[src/sv/tpps_pkg.sv]
// Shared constants, types and the arctangent table of the track path point sampler.
package tpps_pkg;

	localparam int CORDIC_STAGES = 24;
	localparam int DIV_STEPS = 32;

	localparam int LW = 37;  // lap position and boundary width, Q21.16
	localparam int DW = 35;  // single segment length width
	localparam int CW = 34;  // CORDIC datapath width
	localparam int XW = 40;  // coordinate width before saturation

	localparam logic [29:0] PI_Q28      = 30'd843314857;
	localparam logic [30:0] TWO_PI_Q28  = 31'd1686629713;
	localparam logic [29:0] HALF_PI_Q28 = 30'd421657428;
	localparam logic signed [CW-1:0] GAIN_Q30 = 34'sd652032874;

	localparam logic [2:0] REG_RADIUS_BIG      = 3'd0;
	localparam logic [2:0] REG_RADIUS_SMALL    = 3'd1;
	localparam logic [2:0] REG_CENTER_DISTANCE = 3'd2;
	localparam logic [2:0] REG_TANGENT_LENGTH  = 3'd3;
	localparam logic [2:0] REG_TANGENT_ANGLE   = 3'd4;
	localparam logic [2:0] REG_COS_TANGENT     = 3'd5;
	localparam logic [2:0] REG_SIN_TANGENT     = 3'd6;

	typedef enum logic [1:0] {
		SEG_BIG_ARC   = 2'd0,
		SEG_UPPER     = 2'd1,
		SEG_SMALL_ARC = 2'd2,
		SEG_LOWER     = 2'd3
	} seg_t;

	// geometry derived from the registers
	typedef struct packed {
		logic [29:0]            t;
		logic [30:0]            two_t;
		logic [30:0]            span;
		logic [31:0]            rb;
		logic [31:0]            rs;
		logic [31:0]            cd;
		logic [31:0]            tl;
		logic [DW-1:0]          lim0;
		logic [DW-1:0]          lim2;
		logic [LW-1:0]          c1;
		logic [LW-1:0]          c2;
		logic [LW-1:0]          c3;
		logic [LW-1:0]          total;
		logic signed [35:0]     p1x;
		logic signed [35:0]     p2x;
		logic [32:0]            p1y;
		logic [32:0]            p2y;
		logic [35:0]            dx_mag;
		logic                   dx_neg;
		logic [33:0]            dz_mag;
		logic                   dz_neg;
	} geom_t;

	typedef struct packed {
		seg_t seg;
		logic none;
	} div_tag_t;

	typedef struct packed {
		seg_t                 seg;
		logic                 flip;
		logic signed [31:0]   h;
		logic signed [XW-1:0] linx;
		logic signed [XW-1:0] linz;
	} cor_tag_t;

	function automatic logic [29:0] atan_q30(input int i);
		logic [29:0] a;
		case (i)
			0: a = 30'd843314856;
			1: a = 30'd497837829;
			2: a = 30'd263043836;
			3: a = 30'd133525158;
			4: a = 30'd67021686;
			5: a = 30'd33543515;
			6: a = 30'd16775850;
			7: a = 30'd8388437;
			8: a = 30'd4194282;
			9: a = 30'd2097149;
			10: a = 30'd1048575;
			11: a = 30'd524287;
			12: a = 30'd262143;
			13: a = 30'd131071;
			14: a = 30'd65535;
			15: a = 30'd32767;
			16: a = 30'd16383;
			17: a = 30'd8191;
			18: a = 30'd4095;
			19: a = 30'd2047;
			20: a = 30'd1023;
			21: a = 30'd511;
			22: a = 30'd255;
			23: a = 30'd127;
			24: a = 30'd63;
			25: a = 30'd31;
			26: a = 30'd15;
			27: a = 30'd8;
			28: a = 30'd4;
			29: a = 30'd2;
			30: a = 30'd1;
			default: a = 30'd0;
		endcase
		return a;
	endfunction

endpackage

[src/sv/tpps_div.sv]
// Pipelined restoring divider giving the Q0.32 fraction num/den, one quotient bit per stage.
module tpps_div (
	input  logic                   clk,
	input  logic                   arst_n,
	input  logic                   en,
	input  logic                   in_valid,
	input  logic [tpps_pkg::DW-1:0] in_num,
	input  logic [tpps_pkg::DW-1:0] in_den,
	input  tpps_pkg::div_tag_t     in_tag,
	output logic                   out_valid,
	output logic [31:0]            out_q,
	output tpps_pkg::div_tag_t     out_tag
);
	import tpps_pkg::*;

	logic          vld_s [DIV_STEPS+1];
	logic [DW-1:0] rem_s [DIV_STEPS+1];
	logic [DW-1:0] den_s [DIV_STEPS+1];
	logic [31:0]   q_s   [DIV_STEPS+1];
	div_tag_t      tag_s [DIV_STEPS+1];

	assign vld_s[0] = in_valid;
	assign rem_s[0] = in_num;
	assign den_s[0] = in_den;
	assign q_s[0]   = 32'd0;
	assign tag_s[0] = in_tag;

	for (genvar k = 0; k < DIV_STEPS; k++) begin : g_step
		logic [DW:0] r2;
		logic        ge;
		assign r2 = {rem_s[k], 1'b0};
		assign ge = (r2 >= {1'b0, den_s[k]});

		always_ff @(posedge clk or negedge arst_n) begin
			if (!arst_n) begin
				vld_s[k+1] <= 1'b0;
			end else if (en) begin
				vld_s[k+1] <= vld_s[k];
			end
		end

		always_ff @(posedge clk) begin
			if (en) begin
				rem_s[k+1] <= ge ? DW'(r2 - {1'b0, den_s[k]}) : DW'(r2);
				den_s[k+1] <= den_s[k];
				q_s[k+1]   <= {q_s[k][30:0], ge};
				tag_s[k+1] <= tag_s[k];
			end
		end
	end

	assign out_valid = vld_s[DIV_STEPS];
	assign out_q     = q_s[DIV_STEPS];
	assign out_tag   = tag_s[DIV_STEPS];

endmodule

[config.mk]
export PLATFORM = sky130hd
export DESIGN_NAME = tpps_div
export DESIGN_NICKNAME = d
export VERILOG_FILES = /design/src/sv/tpps_pkg.sv /design/src/sv/tpps_div.sv
export SDC_FILE = /design/constraint.sdc
export NUM_CORES = 2
export LEC_CHECK = 0
export BUFFER_PORTS_ARGS = -buffer_cell sky130_fd_sc_hd__buf_2
export CORE_MARGIN = 3
export CORE_UTILIZATION = 40
export CTS_CLUSTER_SIZE = 20
export DETAILED_ROUTE_END_ITERATION = 12
export GPL_TIMING_DRIVEN = 0
export PLACE_DENSITY_LB_ADDON = 0.1
export SETUP_SLACK_MARGIN = 0.3
export SYNTH_ARGS = -nofsm -noshare
export SYNTH_HDL_FRONTEND = slang
export SYNTH_SLANG_ARGS = --single-unit
[constraint.sdc]
create_clock -name clk -period 5 [get_ports clk]
set_input_delay 0.25 -clock clk [delete_from_list [all_inputs] [get_ports clk]]
set_output_delay 0.25 -clock clk [all_outputs]
set_load 0.02 [all_outputs]
### After elaboration in Yosys (flattened, before gate mapping)

Index checks and enable logic that the tools add are counted.

* add/sub/neg operators: 31
* $lt $le $gt $ge: 32
* muxes and demuxes: 31

Operators with widths (count)
* $ge 36x35->1: 32
* $mux 35: 31
* $sub 35x35->35: 31

* flip-flop bits (word level): 2826
* input bits: 77
* output and inout bits: 36
* logic and storage cells: 315

### Logic depth before layout (Yosys ltp)

* depth in word-level cells: 2
* mapped depth: 16
* gate-level depth less buffers: 13

### Worst setup path after synthesis

Ideal clock, no wire load.

* path type: reg-to-reg
* start point: register den_s[560] (netlist bit)
* end point: register rem_s, in the netlist g_step[17].r2[11], data pin
* library setup time: 0.260 ns
* arrival time: 3.393 ns
* setup slack: 1.348 ns
* cell stages (with the launch flop): 13
* path buffers: 1
* path through: edfxtp_1 -> inv_1 -> fa_1 -> a211oi_1 -> nor3_1 -> a211o_1 -> a2111oi_0 -> o211ai_1 -> a21oi_1 -> nor4_1 -> nor2_1 -> buf_2 -> mux2_2

* cells in the longest elaborated chain, start to end: 2
* elaborated cells on any way between the ends: 3
* those cells by class: add/sub (1); order compare (1); mux (1)

RTL lines
* from (decl): line tpps_div.sv:18 `logic [DW-1:0] den_s [DIV_STEPS+1];`
* from (signal, indexed assignment): line tpps_div.sv:45 `den_s[k+1] <= den_s[k];`
* $sub 35x35->35 or $ge 36x35->1 (tied branches): line tpps_div.sv:44, tpps_div.sv:32
* $mux 35 *: line tpps_div.sv:44 `rem_s[k+1] <= ge ? DW'(r2 - {1'b0, den_s[k]}) : DW'(r2);`
* to (signal, indexed assignment): line tpps_div.sv:44
* to (decl): line tpps_div.sv:17 `logic [DW-1:0] rem_s [DIV_STEPS+1];`

Every way passes the cells marked *; elsewhere a longest branch is shown, timed or not.
A chain may end at the register's enable or synchronous reset.

### Worst setup path after layout

* start point: register den_s[315] (netlist bit)
* end point: register rem_s, in the netlist g_step[24].r2[9], data pin

Same word-level chain as after synthesis.

==> impl_metrics.tcl <==
set metrics [dict create \
    crit_type "reg2reg" \
    clock_latency_ns 0.92 \
    coreArea_um2 387000 \
    cp_data_required_time_ns 5.73 \
    drive_above_1_share_pct 8.36 \
    cap_violations 0 \
    swShare_pct 39.2 \
    syn_avg_cell_area_um2 11.3 \
    slew_violations 0 \
    period_minus_slack_ns 4.58 \
    clk_pin_slew_ns 0.06 \
    grt_overflow 0 \
    final_cell_mix "edfxtp_1, inv_1, a21oi_1" \
    end_kind "flop" \
    synth_fp_nets 15000 \
    stdcell_count 19800 \
    ys_warn_count 0 \
    rsz0062_at_grt "no" \
    skew_ns 0.0326 \
    routed_wl_um 402000 \
    synth_cell_types 96 \
    cts_buffer_depth 4 \
    slew_headroom_pct 24.4 \
    hold_viol_final 0 \
    p_leak_nw 71.5 \
    dp.cells 19100 \
    grt_first_pass_wirelength_um 612000 \
    synth_top_cell_by_area "edfxtp_1" \
    area_growth_pct 12.9 \
    via_per_inst 5.30 \
    crit_arrival_ns 5.31 \
    finalCritPeriodShare_pct 91.7 \
    r2r_slack_ns 0.42 \
    cts_root_buffer "clkbuf_16" \
    final_common_cell "edfxtp_1" \
    hpwlAfterDp_um 306000 \
    cts_made_buffers 332 \
    seqPwrFrac_pct 33.2 \
    place_congestion 0.905 \
    outcome "finished clean" \
    irDropWorstVdd_v 0.000280 \
    worst_hold_slack_ns 0.116 \
    ys_seq_area_share_pct 54.3 \
    cts_tree "built" \
    syn-cell-area_um2 156000 \
    setup_viol 0 \
    power_frac_comb_pct 46.1 \
    row_count 228 \
    ys_ff_latch 2826 \
    syn_inst 13800 \
    fmax_mhz 218 \
    cts_max_level 5 \
    synth-async-reset-ratio_pct 1.13 \
    final_nets 15600 \
    grt_use_total_pct 19.7 \
    pre_cts_slack_ns -0.453 \
    cts_sinks 2826 \
    grt_max_degree 175 \
    drt-pass1-iter-count 6 \
    drt-initial-drc-count 8332 \
    clockPowerShare_pct 20.7 \
    setup_slack_ns 0.417 \
    total_power_w 0.119 \
    p_sw_w 0.0464 \
    dr_total_vias 105000 \
    internal_power_w 0.0721 \
    synth_edf_count 2794 \
    die-width_um 631 \
    grt_pass1_vias 101000 \
    die_area_um2 398000 \
    ios 113 \
    ys_top_cells_by_area "edfxtp_1, ha_1, a21oi_1" \
    synth_top_area_share_pct 53.8 \
    die_h_um 631 \
    drc 0 \
    start_kind "flop" \
    start_util_pct 40.3 \
    power_density_nw_per_um2 673 \
    min_path_type "in2reg" \
    synth-main-ff-cell "edfxtp_1" \
    wl_per_cell_um 20.3 \
    io_buffers 112 \
    finish.utilization_pct 45.5 \
    antenna_found_initial 8 \
    ant_nets 0 \
    path_max_fanout 11 \
    worst_pin_slew_ns 1.12 \
]
metal layers:
layer  share of wire [%]  track usage [%]  vias up
met1                  47             28.1    50600
met5                   0                0        -
met3                 4.3             2.09      595
met4                 3.0             5.98        0
li1                    -                -    51900
met2                  45             31.5     2152
cell usage after synthesis (all sizes together), types with 22 or more instances:
master and count:
a2111oi 29, buf 92, nand2 1110, nand4 175, fa 31, dfrtp 32
o21bai 153, or3 37, inv 1358, xnor2 530, ha 1119, a31oi 136
a21boi 37, o31ai 107, nand2b 133, a211oi 106, a211o 41, or2 47
xor2 409, and4 25, edfxtp 2794, nor2 624, and2 73, a31o 23
clkbuf 314, a41oi 23, o21a 85, o211ai 73, nor3 103, and3 127
nor4 34, nor3b 29, o41ai 22, nand3 219, o21ai 1046, nor2b 118
mux2 324, a21o 629, a21oi 1157
path summary, 6_finish.rpt:
kind / depth (start not counted) / start / end
worst min register to register: 0 / q_s[578]$_DFFE_PP_ / q_s[547]$_DFFE_PP_
worst min-delay path: 2 / in_den[11] / den_s[1096]$_DFFE_PP_
max in group asynchronous: 4 / arst_n / vld_s[31]$_DFFE_PN0P_
worst max-delay path: 14 / den_s[315]$_DFFE_PP_ / g_step[24].r2[9]$_DFFE_PP_
min in group asynchronous: 4 / arst_n / vld_s[24]$_DFFE_PN0P_
worst max register to register: 14 / den_s[315]$_DFFE_PP_ / g_step[24].r2[9]$_DFFE_PP_
stage by stage:
step           TNS, ns  cell area, um^2
3_3_place_gp         -           163000
2_1_floorplan        0           156000
3_5_place_dp    -18.97           164000
5_1_grt              0           176000
6_report             0           176000
4_1_cts              0           176000
registers in the layout (all words and copies together), names as in the netlist:
| signal | flops |
|---|---|
| den_s | 1085 |
| g_step.r2 | 1085 |
| out_q | 32 |
| out_tag | 3 |
| out_valid | 1 |
| q_s | 496 |
| tag_s | 93 |
| vld_s | 31 |
cell type report:
class,count,area (um^2)
clock buffer,395,8680
multi-input combinational,9224,64800
timing repair buffer,242,2190
inverter,1358,5100
clock inverter,214,2320
tap,5175,6470
sequential,2826,84700
antenna,9,22.5
fill,36200,211000
buffer,406,1800
logic make-up after synthesis:
family                   synth area share [%]
flip-flops                               54.3
adder cells (fa/ha/maj)                  9.37
buffers and inverters                    4.37
AND/OR/NAND/NOR                          8.77
XOR/XNOR                                 5.27
multiplexers                             2.44
AO/OA/AOI/OAI                            15.5
worst max-delay path, cell delays in order (launching register included):
cell and delay (ns):
edfxtp_1 0.39, inv_1 0.10, fa_1 0.47, a21o_1 0.20, a21o_1 0.25, a221oi_2 0.44, o211a_1 0.38, o21ai_1 0.15
a21oi_1 0.30, nor4_1 0.08, nor2_1 0.47, clkbuf_2 0.43, buf_1 0.48, nand2_1 0.12, o21ai_0 0.12
repair_timing:
action / 4_1_cts / 5_1_grt
pin swaps: 1 / 1
hold endpoints to repair: 164 / 0
gates cloned: 0 / 0
resized for setup: 62 / 95
hold buffers: 107 / 0
setup buffers: 3 / 1
setup endpoints to repair: 532 / 548
power groups by stage:
| stage | Sequential (W) | Clock [W] | Combinational [W] |
|---|---|---|---|
| 2_1_floorplan | 0.0374 | 0 | 0.0399 |
| 3_3_place_gp | 0.0421 | 0 | 0.0538 |
| 3_5_place_dp | 0.0399 | 0 | 0.0537 |
| 4_1_cts | 0.0395 | 0.0254 | 0.0544 |
| 5_1_grt | 0.0399 | 0.0263 | 0.0609 |
| 6_report | 0.0393 | 0.0245 | 0.0547 |
(Power assumes the default switching activity.)
